[src/rtl/core/cbs_pkg.sv]
`timescale 1ns / 1ps

package cbs_pkg;

   // Input item modes
   localparam logic [1:0] MODE_DATA  = 2'd0;
   localparam logic [1:0] MODE_END   = 2'd1;
   localparam logic [1:0] MODE_REPLY = 2'd2;
   localparam logic [1:0] MODE_SLOT  = 2'd3;

   // Result status codes
   localparam logic [1:0] STATUS_RUNNING   = 2'd0;
   localparam logic [1:0] STATUS_DONE      = 2'd1;
   localparam logic [1:0] STATUS_CANCELLED = 2'd2;
   localparam logic [1:0] STATUS_ERROR     = 2'd3;

   // Configuration register indexes
   localparam logic [1:0] CSR_ACK    = 2'd0;
   localparam logic [1:0] CSR_NAK    = 2'd1;
   localparam logic [1:0] CSR_CANCEL = 2'd2;

   // Configuration reset values
   localparam logic [7:0] ACK_RESET    = 8'd6;
   localparam logic [7:0] NAK_RESET    = 8'd21;
   localparam logic [7:0] CANCEL_RESET = 8'd24;

   // Check byte modulus
   localparam logic [8:0] CHECK_MOD = 9'd255;

   typedef enum logic [5:0] {
      PH_FILLING   = 6'b000001,
      PH_SENDING   = 6'b000010,
      PH_WAITING   = 6'b000100,
      PH_DONE      = 6'b001000,
      PH_CANCELLED = 6'b010000,
      PH_ERROR     = 6'b100000
   } phase_type;

   // One processed item on its way to the result register
   typedef struct packed {
      logic       valid;
      logic       tx_valid;
      logic       from_ram;
      logic [7:0] tx_byte;
      logic       accepted;
      logic [1:0] status;
   } stage_type;

   function automatic logic [1:0] status_of(input phase_type ph);
      logic [1:0] st;
      case (ph)
         PH_DONE:      st = STATUS_DONE;
         PH_CANCELLED: st = STATUS_CANCELLED;
         PH_ERROR:     st = STATUS_ERROR;
         default:      st = STATUS_RUNNING;
      endcase
      return st;
   endfunction

endpackage

[src/rtl/core/cbs_ram.sv]
`timescale 1ns / 1ps

module cbs_ram #(
   parameter int WIDTH = 8,
   parameter int DEPTH = 127
) (
   input  logic                                  clock,
   input  logic                                  wr_en,
   input  logic [(DEPTH > 1 ? $clog2(DEPTH) : 1)-1:0] wr_addr,
   input  logic [WIDTH-1:0]                      wr_data,
   input  logic                                  rd_en,
   input  logic [(DEPTH > 1 ? $clog2(DEPTH) : 1)-1:0] rd_addr,
   output logic [WIDTH-1:0]                      rd_data
);

   logic [WIDTH-1:0] mem_ff [DEPTH];
   logic [WIDTH-1:0] rd_data_ff;

   // Write port and registered read port
   always_ff @(posedge clock) begin
      if (wr_en) begin
         mem_ff[wr_addr] <= wr_data;
      end
      if (rd_en) begin
         rd_data_ff <= mem_ff[rd_addr];
      end
   end

   assign rd_data = rd_data_ff;

endmodule

[src/rtl/core/cbs_ctrl.sv]
`timescale 1ns / 1ps

module cbs_ctrl #(
   parameter int BLOCK_BYTES = 127
) (
   input  logic                clock,
   input  logic                reset,
   input  logic                accept,
   input  logic [1:0]          mode,
   input  logic [7:0]          data_byte,
   input  logic                csr_we,
   input  logic [1:0]          csr_index,
   input  logic [7:0]          csr_wdata,
   input  logic                stage_take,
   output cbs_pkg::stage_type  stage,
   output logic [7:0]          rd_data
);

   localparam int CNT_W  = $clog2(BLOCK_BYTES + 1);
   localparam int ADDR_W = (BLOCK_BYTES > 1) ? $clog2(BLOCK_BYTES) : 1;
   localparam logic [CNT_W-1:0] LAST = CNT_W'(BLOCK_BYTES);

   cbs_pkg::phase_type phase_ff, phase_in;
   logic [CNT_W-1:0]   fill_ff, fill_in, fill_inc;
   logic [CNT_W-1:0]   pos_ff, pos_in;
   logic [7:0]         check_ff, check_in, check_next;
   logic [8:0]         check_sum;
   logic               final_ff, final_in;
   logic [7:0]         ack_ff, nak_ff, cancel_ff;
   logic               ram_we, ram_re;
   cbs_pkg::stage_type stage_ff, stage_in, item;

   // Configuration writes; unknown indexes do nothing
   always_ff @(posedge clock) begin
      if (reset) begin
         ack_ff    <= cbs_pkg::ACK_RESET;
         nak_ff    <= cbs_pkg::NAK_RESET;
         cancel_ff <= cbs_pkg::CANCEL_RESET;
      end else if (csr_we) begin
         case (csr_index)
            cbs_pkg::CSR_ACK:    ack_ff    <= csr_wdata;
            cbs_pkg::CSR_NAK:    nak_ff    <= csr_wdata;
            cbs_pkg::CSR_CANCEL: cancel_ff <= csr_wdata;
            default: ;
         endcase
      end
   end

   // Running check modulo 255: the sum stays below twice the modulus
   assign check_sum  = {1'b0, check_ff} + {1'b0, data_byte};
   assign check_next = (check_sum >= cbs_pkg::CHECK_MOD) ?
                       8'(check_sum - cbs_pkg::CHECK_MOD) : check_sum[7:0];
   assign fill_inc   = fill_ff + CNT_W'(1);

   // Step the sender for one accepted transfer
   always_comb begin
      phase_in = phase_ff;
      fill_in  = fill_ff;
      pos_in   = pos_ff;
      check_in = check_ff;
      final_in = final_ff;
      ram_we   = 1'b0;
      ram_re   = 1'b0;
      item     = '0;
      if (accept) begin
         item.valid = 1'b1;
         case (mode)
            cbs_pkg::MODE_DATA: begin
               if (phase_ff == cbs_pkg::PH_FILLING && fill_ff < LAST) begin
                  ram_we        = 1'b1;
                  fill_in       = fill_inc;
                  check_in      = check_next;
                  item.accepted = 1'b1;
                  if (fill_inc >= LAST) begin
                     phase_in = cbs_pkg::PH_SENDING;
                     pos_in   = '0;
                  end
               end
            end
            cbs_pkg::MODE_END: begin
               if (phase_ff == cbs_pkg::PH_FILLING) begin
                  final_in = 1'b1;
                  if (fill_ff == '0) begin
                     phase_in = cbs_pkg::PH_DONE;
                  end else begin
                     phase_in = cbs_pkg::PH_SENDING;
                     pos_in   = '0;
                  end
               end else if (phase_ff == cbs_pkg::PH_SENDING ||
                            phase_ff == cbs_pkg::PH_WAITING) begin
                  final_in = 1'b1;
               end
            end
            cbs_pkg::MODE_REPLY: begin
               if (phase_ff == cbs_pkg::PH_WAITING) begin
                  if (data_byte == cancel_ff) begin
                     phase_in = cbs_pkg::PH_CANCELLED;
                  end else if (data_byte == ack_ff) begin
                     fill_in  = '0;
                     check_in = '0;
                     pos_in   = '0;
                     phase_in = final_ff ? cbs_pkg::PH_DONE : cbs_pkg::PH_FILLING;
                  end else if (data_byte == nak_ff) begin
                     phase_in = cbs_pkg::PH_SENDING;
                     pos_in   = '0;
                  end else begin
                     phase_in = cbs_pkg::PH_ERROR;
                  end
               end
            end
            cbs_pkg::MODE_SLOT: begin
               if (phase_ff == cbs_pkg::PH_SENDING) begin
                  item.tx_valid = 1'b1;
                  if (pos_ff < LAST) begin
                     if (pos_ff < fill_ff) begin
                        ram_re        = 1'b1;
                        item.from_ram = 1'b1;
                     end
                     pos_in = pos_ff + CNT_W'(1);
                  end else begin
                     item.tx_byte = check_ff;
                     phase_in     = cbs_pkg::PH_WAITING;
                  end
               end
            end
            default: ;
         endcase
         item.status = cbs_pkg::status_of(phase_in);
      end
   end

   // Hold the item until the result register takes it
   always_comb begin
      if (accept) begin
         stage_in = item;
      end else if (stage_take) begin
         stage_in = '0;
      end else begin
         stage_in = stage_ff;
      end
   end

   always_ff @(posedge clock) begin
      if (reset) begin
         phase_ff <= cbs_pkg::PH_FILLING;
         fill_ff  <= '0;
         pos_ff   <= '0;
         check_ff <= '0;
         final_ff <= 1'b0;
         stage_ff <= '0;
      end else begin
         phase_ff <= phase_in;
         fill_ff  <= fill_in;
         pos_ff   <= pos_in;
         check_ff <= check_in;
         final_ff <= final_in;
         stage_ff <= stage_in;
      end
   end

   assign stage = stage_ff;

   cbs_ram #(
      .WIDTH (8),
      .DEPTH (BLOCK_BYTES)
   ) u_buffer (
      .clock   (clock),
      .wr_en   (ram_we),
      .wr_addr (fill_ff[ADDR_W-1:0]),
      .wr_data (data_byte),
      .rd_en   (ram_re),
      .rd_addr (pos_ff[ADDR_W-1:0]),
      .rd_data (rd_data)
   );

   // Counters never pass the block size
   a_counts_bounded: assert property (@(posedge clock) disable iff (reset)
      fill_ff <= LAST && pos_ff <= LAST)
      else $error("fill or send position beyond block size");

   // Slot at the check byte moves to waiting
   a_check_to_wait: assert property (@(posedge clock) disable iff (reset)
      accept && mode == cbs_pkg::MODE_SLOT && phase_ff == cbs_pkg::PH_SENDING &&
      pos_ff == LAST |=> phase_ff == cbs_pkg::PH_WAITING)
      else $error("check byte did not end the frame");

   // Terminal phases hold
   a_done_holds: assert property (@(posedge clock) disable iff (reset)
      phase_ff == cbs_pkg::PH_DONE || phase_ff == cbs_pkg::PH_CANCELLED ||
      phase_ff == cbs_pkg::PH_ERROR |=> $stable(phase_ff))
      else $error("terminal phase left");

endmodule

[src/rtl/core/cbs_out.sv]
`timescale 1ns / 1ps

module cbs_out (
   input  logic               clock,
   input  logic               reset,
   input  cbs_pkg::stage_type stage,
   input  logic [7:0]         rd_data,
   output logic               stage_take,
   output logic               rsp_valid,
   input  logic               rsp_stall,
   output logic               rsp_tx_valid,
   output logic [7:0]         rsp_tx_byte,
   output logic               rsp_accepted,
   output logic [1:0]         rsp_status
);

   logic       valid_ff, valid_in;
   logic       tx_valid_ff;
   logic [7:0] tx_byte_ff;
   logic       accepted_ff;
   logic [1:0] status_ff;

   // Load when the result register is empty or being drained
   assign stage_take = !valid_ff || !rsp_stall;
   assign valid_in   = stage_take ? stage.valid : valid_ff;

   always_ff @(posedge clock) begin
      if (reset) begin
         valid_ff <= 1'b0;
      end else begin
         valid_ff <= valid_in;
      end
   end

   // Merge buffer read data into the result
   always_ff @(posedge clock) begin
      if (stage_take && stage.valid) begin
         tx_valid_ff <= stage.tx_valid;
         tx_byte_ff  <= stage.from_ram ? rd_data : stage.tx_byte;
         accepted_ff <= stage.accepted;
         status_ff   <= stage.status;
      end
   end

   assign rsp_valid    = valid_ff;
   assign rsp_tx_valid = tx_valid_ff;
   assign rsp_tx_byte  = tx_byte_ff;
   assign rsp_accepted = accepted_ff;
   assign rsp_status   = status_ff;

   // A waiting item reaches the result register when it is free
   a_stage_moves: assert property (@(posedge clock) disable iff (reset)
      stage.valid && stage_take |=> valid_ff)
      else $error("taken item lost");

endmodule

[src/rtl/core/checked_block_sender_with_ack_top.sv]
`timescale 1ns / 1ps
// Path: an item transferred in moves through the stage register to the result
// register, where it can transfer out. Throughput: one input transfer per cycle
// while the output does not stall; the block buffer memory takes a write or a
// read each cycle, and the result register drains while the next item enters.
// Reset: synchronous, active high; clears phase, counters, check and registers
// to their defaults and stalls the input. The block buffer is not cleared.

module checked_block_sender_with_ack_top #(
   parameter int BLOCK_BYTES = 127
) (
   input  logic       clock,
   input  logic       reset,
   input  logic       req_valid,
   output logic       req_stall,
   input  logic [1:0] req_mode,
   input  logic [7:0] req_data_byte,
   output logic       rsp_valid,
   input  logic       rsp_stall,
   output logic       rsp_tx_valid,
   output logic [7:0] rsp_tx_byte,
   output logic       rsp_accepted,
   output logic [1:0] rsp_status,
   input  logic       csr_we,
   input  logic [1:0] csr_index,
   input  logic [7:0] csr_wdata
);

   cbs_pkg::stage_type stage;
   logic [7:0]         rd_data;
   logic               stage_take;
   logic               accept;

   // Stall during reset and while the processed item cannot move on
   assign req_stall = reset || (stage.valid && !stage_take);
   assign accept    = req_valid && !req_stall;

   cbs_ctrl #(
      .BLOCK_BYTES (BLOCK_BYTES)
   ) u_ctrl (
      .clock      (clock),
      .reset      (reset),
      .accept     (accept),
      .mode       (req_mode),
      .data_byte  (req_data_byte),
      .csr_we     (csr_we),
      .csr_index  (csr_index),
      .csr_wdata  (csr_wdata),
      .stage_take (stage_take),
      .stage      (stage),
      .rd_data    (rd_data)
   );

   cbs_out u_out (
      .clock        (clock),
      .reset        (reset),
      .stage        (stage),
      .rd_data      (rd_data),
      .stage_take   (stage_take),
      .rsp_valid    (rsp_valid),
      .rsp_stall    (rsp_stall),
      .rsp_tx_valid (rsp_tx_valid),
      .rsp_tx_byte  (rsp_tx_byte),
      .rsp_accepted (rsp_accepted),
      .rsp_status   (rsp_status)
   );

endmodule
[config.mk]
export PLATFORM = sky130hd
export DESIGN_NAME = checked_block_sender_with_ack_top
export DESIGN_NICKNAME = d
export VERILOG_FILES = /design/src/rtl/core/cbs_pkg.sv /design/src/rtl/core/cbs_ram.sv /design/src/rtl/core/cbs_ctrl.sv /design/src/rtl/core/cbs_out.sv /design/src/rtl/core/checked_block_sender_with_ack_top.sv
export SDC_FILE = /design/constraint.sdc
export NUM_CORES = 1
export LEC_CHECK = 0
export BUFFER_PORTS_ARGS = -buffer_cell sky130_fd_sc_hd__buf_2
export CAP_MARGIN = 20
export CORE_ASPECT_RATIO = 0.75
export CORE_UTILIZATION = 32
export CTS_CLUSTER_SIZE = 14
export DETAILED_ROUTE_END_ITERATION = 8
export GPL_ROUTABILITY_DRIVEN = 0
export MAX_ROUTING_LAYER = met4
export SLEW_MARGIN = 15
export SYNTH_ARGS = -nofsm -noshare
export SYNTH_HDL_FRONTEND = slang
export SYNTH_SLANG_ARGS = --single-unit
[constraint.sdc]
create_clock -name clock -period 2.6 [get_ports clock]
set_input_delay 0.26 -clock clock [delete_from_list [all_inputs] [get_ports clock]]
set_output_delay 0.26 -clock clock [all_outputs]
set_load 0.02 [all_outputs]
# Word-level counts from Yosys, hierarchy flattened
# Memories as Yosys holds them, arrays and structs flattened. A register that Yosys moved wholly into a read port is not among the register bits.
# Cells that the tools add are included.
# totals
mem_bits_rw	1016
register_bits	80
elab_cells	130
inputBits	25
out_inout_bits	14
memories	1
# op_classes
n_eq_ne	24
addsub	4
order_cmp	5
reduce_logical	23
n_mux	54
# mem_list
memory	words	width	rd	rd_clocked_by_memory_dff	write_ports	line_no	text
u_ctrl.u_buffer.mem_ff	127	8	1	1	1	cbs_ram.sv:16	logic [WIDTH-1:0] mem_ff [DEPTH];
# ops
operator	n
2-to-1 mux 7 bit	14
2-to-1 mux 6 bit	10
2-to-1 mux 8 bit	7
2-to-1 mux 14 bit	2
one-hot mux 7 bit (4 select lines)	1
equality test 8 bit	3
one-hot mux 6 bit (4 select lines)	1
2-to-1 mux 10 bit	2
one-hot mux 8 bit (2 select lines)	1
adder 7 x 1 -> 7 bit (second input constant)	2
< comparator 7 bit (second input constant)	2
!= test 2 x 1 -> 1 bit (second input constant)	7
one-hot mux 7 bit (2 select lines)	1
2-to-1 mux 1 bit	12
AND reduction 10 bit	1
adder 8 x 8 -> 9 bit	1
>= comparator 9 x 8 -> 1 bit (second input constant)	1
2-to-1 mux 4 bit	2
subtractor 8 bit (second input constant)	1
>= comparator 7 bit (second input constant)	1
logical NOT 7 bit	1
< comparator 7 bit	1
equality test 2 bit (second input constant)	3
equality test 6 x 1 -> 1 bit (second input constant)	1
17 further kinds	32

# Logic depth before layout (Yosys ltp)
# depth
depth_word	11
ltp_mapped	10
depth_no_buf	9

# Hierarchy
# From an unflattened synthesis, not the netlist that was laid out.
# hier_totals
cells_unflattened	2401
area_unflattened_um2	44477.7
# modules_own_cells
mod	area_per_inst_um2	n_inst	seq_area_each_um2	cells_per_inst
cbs_ram	39880.7	1	30749.5	1882
cbs_ctrl	4037.6	1	1341.3	489
cbs_out	530.5	1	380.4	26
checked_block_sender_with_ack_top	28.8	1	0.0	4

# Worst setup path after synthesis
# Ideal clock, no wire load.
# synth_timing
path_kind	register to register
start	register u_ctrl.check_ff[0]
end	register u_ctrl.check_ff[1]
period_less_slack_ns	2.848
arrival_ns	2.734
path_slack_ns	-0.248
setup_ns	0.114
path_buffers	0
required_ns	2.486
stages_incl_launch_ff	10
path_cell_list	dfxtp_1 ha_1 fa_1 a211oi_1 nor2_1 or4_4 a311oi_4 o211ai_1 a32o_1 a21o_1
# synth_via
elab_chain_len	5
word_cells_on_any_way	6
classes_between	add/sub: 2; order compare: 1; mux: 3
# synth_rtl
item	line_no	text
start: declaration	cbs_ctrl.sv:26	logic [7:0] check_ff, check_in, check_next;
start signal: assignment	cbs_ctrl.sv:155	check_ff <= check_in;
adder 8 x 8 -> 9 bit *	cbs_ctrl.sv:50	assign check_sum = {1'b0, check_ff} + {1'b0, data_byte};
subtractor 8 bit or >= comparator 9 x 8 -> 1 bit (tied branches)	cbs_ctrl.sv:52, cbs_ctrl.sv:51	
2-to-1 mux 8 bit *	cbs_ctrl.sv:51	assign check_next = (check_sum >= cbs_pkg::CHECK_MOD) ?
2-to-1 mux 8 bit *	cbs_ctrl.sv:69	if (phase_ff == cbs_pkg::PH_FILLING && fill_ff < LAST) begin
one-hot mux 8 bit (2 select lines) *	cbs_ctrl.sv:67	case (mode)
# Mark *: on every way between the ends. The rest lies on a longest branch, timed or not. The select of a mux whose other input is x is not followed.
# A chain may end at the register's enable or synchronous reset.

# Final worst setup path
# layout_timing
start	register u_ctrl.pos_ff[0]
end	register u_ctrl.u_buffer.rd_data_ff[4], in the netlist u_ctrl.u_buffer.rd_data[4] (read register of u_ctrl.u_buffer.mem_ff) (data pin)
# layout_via
elab_chain_len	6
word_cells_on_any_way	7
classes_between	order compare: 2; mux: 5
# layout_rtl
item	line_no	text
start: declaration	cbs_ctrl.sv:25	logic [CNT_W-1:0] pos_ff, pos_in;
start signal: assignment	cbs_ctrl.sv:154	pos_ff <= pos_in;
< comparator 7 bit	cbs_ctrl.sv:115	if (pos_ff < fill_ff) begin
2-to-1 mux 1 bit	cbs_ctrl.sv:115	
2-to-1 mux 1 bit	cbs_ctrl.sv:114	if (pos_ff < LAST) begin
2-to-1 mux 1 bit	cbs_ctrl.sv:112	if (phase_ff == cbs_pkg::PH_SENDING) begin
2-to-1 mux 1 bit	cbs_ctrl.sv:67	
2-to-1 mux 1 bit	cbs_ctrl.sv:65	if (accept) begin
end: declaration	cbs_ram.sv:17	logic [WIDTH-1:0] rd_data_ff;
# Parallel ways exist; a longest one is shown, timed or not.

==> results.yml <==
clock_tree:
  root_buffer: "clkbuf_16"
  cts_max_path_buffers: 3
  clk_pin_slew_worst_paths_ps: 70
  numCtsBuffers: 103
  clk_latency_ps: 710
  cts_max_level: 3
  cts.sinks: 1104
  cts_tree: "done"
hold_path:
  hp-class: "primary input to flip-flop"
power:
  p_leak_nw: 16.76
  power_density_nw_per_um2: 677.7
  vdd_drop_max_mv: 0.5343
critical_path:
  cpMaxStageDelayCell: "mux4_2"
  cp_max_fo: 9
  critPathKind: "flip-flop to flip-flop"
  startpoint_type: "flip-flop"
  crit_chain: "buf_12 > buf_12 > buf_16 > mux4_2 > mux4_2 > mux2_4 > o22ai_4 > buf_6 > a221oi_2"
  endpoint_kind: "flip-flop"
  required_ps: 3040
  max_stage_delay_ps: 570
  cp.arrival_ps: 3370
yosys:
  ys_ff_latch: 1104
  ys_seq_area_share_pct: 74.04
  ys_warn_count: 0
  syn_nets: 2206
  synth_fa_ha_area_share_pct: 0.5877
  synth_top_family_by_area: "multiplexers"
  synth-simple-area-share_pct: 3.597
  synth_edf_count: 1036
  muxShareOfSynthArea_pct: 17.48
  synth_ff_type: "edfxtp_1"
  synth_xor_area_share_pct: 0.7389
  synth_compound_area_share_pct: 2.305
  synth_area_per_cell_um2: 20.30
  async_flop_share_pct: 0
  synth_cell_types: 65
  syn_area_um2: 43860
  syn_inst: 2161
floorplan:
  start_util_pct: 32.28
  die_h_um: 322.6
  die_area_um2: 138600
  boundaryPins: 39
  die_x_um: 429.5
  core_area_um2: 135900
  rows: 117
sta:
  fmax_ghz: 0.3408
  rsz0062_at_grt: "true"
  maxSlewViolCount: 0
  fin_ws_ps: -334.0
  final.min_clock_period_ps: 2934
  finalSetupViolCount: 18
  finalHoldViolCount: 0
  tightest_slew_ps: 945.9
  skew_ps: 24.65
  slew_headroom_pct: 36.94
  min_period_over_period_pct: 112.8
  fin_setup_tns_ps: -3065
global_route:
  grt_max_degree: 75
  grt_pass1_vias: 23330
  grt-ovfl-total: 0
  grt_antenna_before_repair: 2
  grt_pass1_wl_mm: 159.8
  grt_usage_pct: 16.18
layout:
  layout.nets: 2608
  utilization_pct: 39.11
  syn_to_final_growth_pct: 21.15
  drive_above_1_share_pct: 35.12
drt:
  first_iter_violations: 2814
  drc_errors: 0
  dr.pass1.iters: 6
  ant_nets: 0
  post_drt_via_cell_ratio: 5.165
  dr_total_vias: 22910
  avgRoutedWirePerCell_um: 24.49
  wl_mm: 108.6
placed_design:
  place_ws_ps: -446.8
  hpwl_mm: 70.70
  port_buffers: 38
outcome:
  status: "finished, violations left"
  violations: "setup timing"
flow_run:
  maxCapViolCount: 0
-- final timing paths --
| kind | cells past startpoint | endpoint | slack (ps) | startpoint |
|---|---|---|---|---|
| hold / removal | 4 | u_ctrl.pos_ff[1] | 90 | req_mode[0] |
| hold reg to reg | 0 | u_out.rsp_tx_valid | 440 | u_ctrl.stage[12] |
| setup / recovery | 9 | u_ctrl.u_buffer.rd_data[4] | -330 | u_ctrl.pos_ff[0] |
| setup reg to reg | 9 | u_ctrl.u_buffer.rd_data[4] | -330 | u_ctrl.pos_ff[0] |
-- cell usage after synthesis (3+ instances only) --
cell	count	area (µm²)
edfxtp_1	1036	31110
mux4_2	312	7027
nor2_1	195	732.0
dfxtp_1	68	1361
nand2_1	64	240.2
clkbuf_1	54	202.7
buf_2	38	190.2
mux2i_1	38	380.4
nand3_1	28	140.1
a21oi_1	25	125.1
mux2_2	23	259.0
xor2_1	23	201.4
o21ai_0	22	110.1
ha_1	19	237.7
inv_1	15	56.30
buf_1	14	52.55
xnor2_1	14	122.6
a21o_1	12	90.09
a31oi_1	11	68.82
a22oi_1	10	75.07
nor4_1	10	62.56
nand4_1	9	56.30
nor2b_1	9	56.30
o22ai_1	9	56.30
a211o_1	8	70.07
nand3b_1	8	60.06
and2_1	7	43.79
nor3_1	7	35.03
a221oi_1	6	52.55
a211oi_1	5	37.54
a311oi_1	4	35.03
and3_1	4	25.02
nand2b_1	4	25.02
a221o_1	3	30.03
a32o_1	3	30.03
a32oi_1	3	26.28
buf_4	3	22.52
o211ai_1	3	22.52
o31ai_1	3	22.52
-- cell families after synthesis --
logic type | Yosys count
simple gates | 357
fa+ha+maj | 20
xor+xnor | 37
compound gates | 143
mux | 373
flops | 1104
buf+inv | 127
-- per-stage QoR --
stage	power, mW	instances	hold WS, ps	area (µm²)
finish	36.01	4436	85.61	53130
global route	37.08	4433	50.67	53130
CTS	36.32	4430	14.90	53010
detailed placement	20.67	4192	428.6	48660
global placement	20.63	4192	420.1	48660
floorplan	20.14	2161	358.9	43910
-- layer usage --
| metal | share of wire [%] | GRT usage, % | wire (µm) |
|---|---|---|---|
| met1 | 44 | 22.82 | 48120 |
| met2 | 45 | 23.17 | 48360 |
| met3 | 9.0 | 4.277 | 9817 |
| met4 | 2.2 | 3.952 | 2341 |
| met5 | 0 | - | 0 |
-- power breakdown --
group	switching, mW	total [mW]	internal [mW]
Combinational	0.587	0.862	0.276
Sequential	0.0357	19.5	19.4
Clock	6.64	15.7	9.03
Total	7.26	36.0	28.7
-- cell usage in the layout (no fill, tap or decap), types with 14 or more instances in the layout --
| master | n |
|---|---|
| a21oi_1 | 24 |
| buf_12 | 34 |
| buf_2 | 30 |
| buf_4 | 309 |
| bufinv_16 | 15 |
| clkbuf_1 | 25 |
| clkbuf_16 | 106 |
| clkinv_1 | 16 |
| clkinv_2 | 20 |
| dfxtp_1 | 63 |
| dlygate4sd3_1 | 18 |
| edfxtp_1 | 1036 |
| ha_1 | 18 |
| inv_1 | 15 |
| mux2_2 | 17 |
| mux2i_1 | 36 |
| mux4_2 | 312 |
| nand2_1 | 63 |
| nand3_1 | 28 |
| nor2_1 | 178 |
| o21ai_0 | 21 |
| xnor2_1 | 14 |
| xor2_1 | 23 |
-- flip-flops by register name, indices dropped and copies added, names as in the netlist, 7 cells and up --
signal / cells
u_ctrl.ack_ff: 8
u_ctrl.cancel_ff: 8
u_ctrl.check_ff: 8
u_ctrl.fill_ff: 7
u_ctrl.nak_ff: 8
u_ctrl.pos_ff: 7
u_ctrl.stage: 14
u_ctrl.u_buffer.mem_ff: 1016
u_ctrl.u_buffer.rd_data: 8
u_out.rsp_tx_byte: 8
-- layout make-up --
cell class / instances / area (µm²)
repair buffers: 408 / 3710
clock buffers: 132 / 2760
well taps: 1785 / 2233
clock inverters: 58 / 723.2
diodes: 3 / 7.507
fillers: 12040 / 82720
inverters: 16 / 62.56
flip-flops and latches: 1104 / 32480
multi-input cells: 930 / 11150
-- worst max-delay path: cells and delay by family (launching register included) --
kind / cells / cell delay (ps)
buffers and inverters: 4 / 620
multiplexers: 3 / 1470
flip-flops: 1 / 350
AO/OA/AOI/OAI: 2 / 190
-- what timing repair did --
item	CTS	global route
hold endpoints to repair	27	0
buffers inserted	25	3
endpoints found under the setup margin	60	170
hold buffers	18	0
gates resized for setup	51	19
pin swaps	3	4
gates cloned	6	0
No activity file was read; power rests on OpenSTA's default activity.
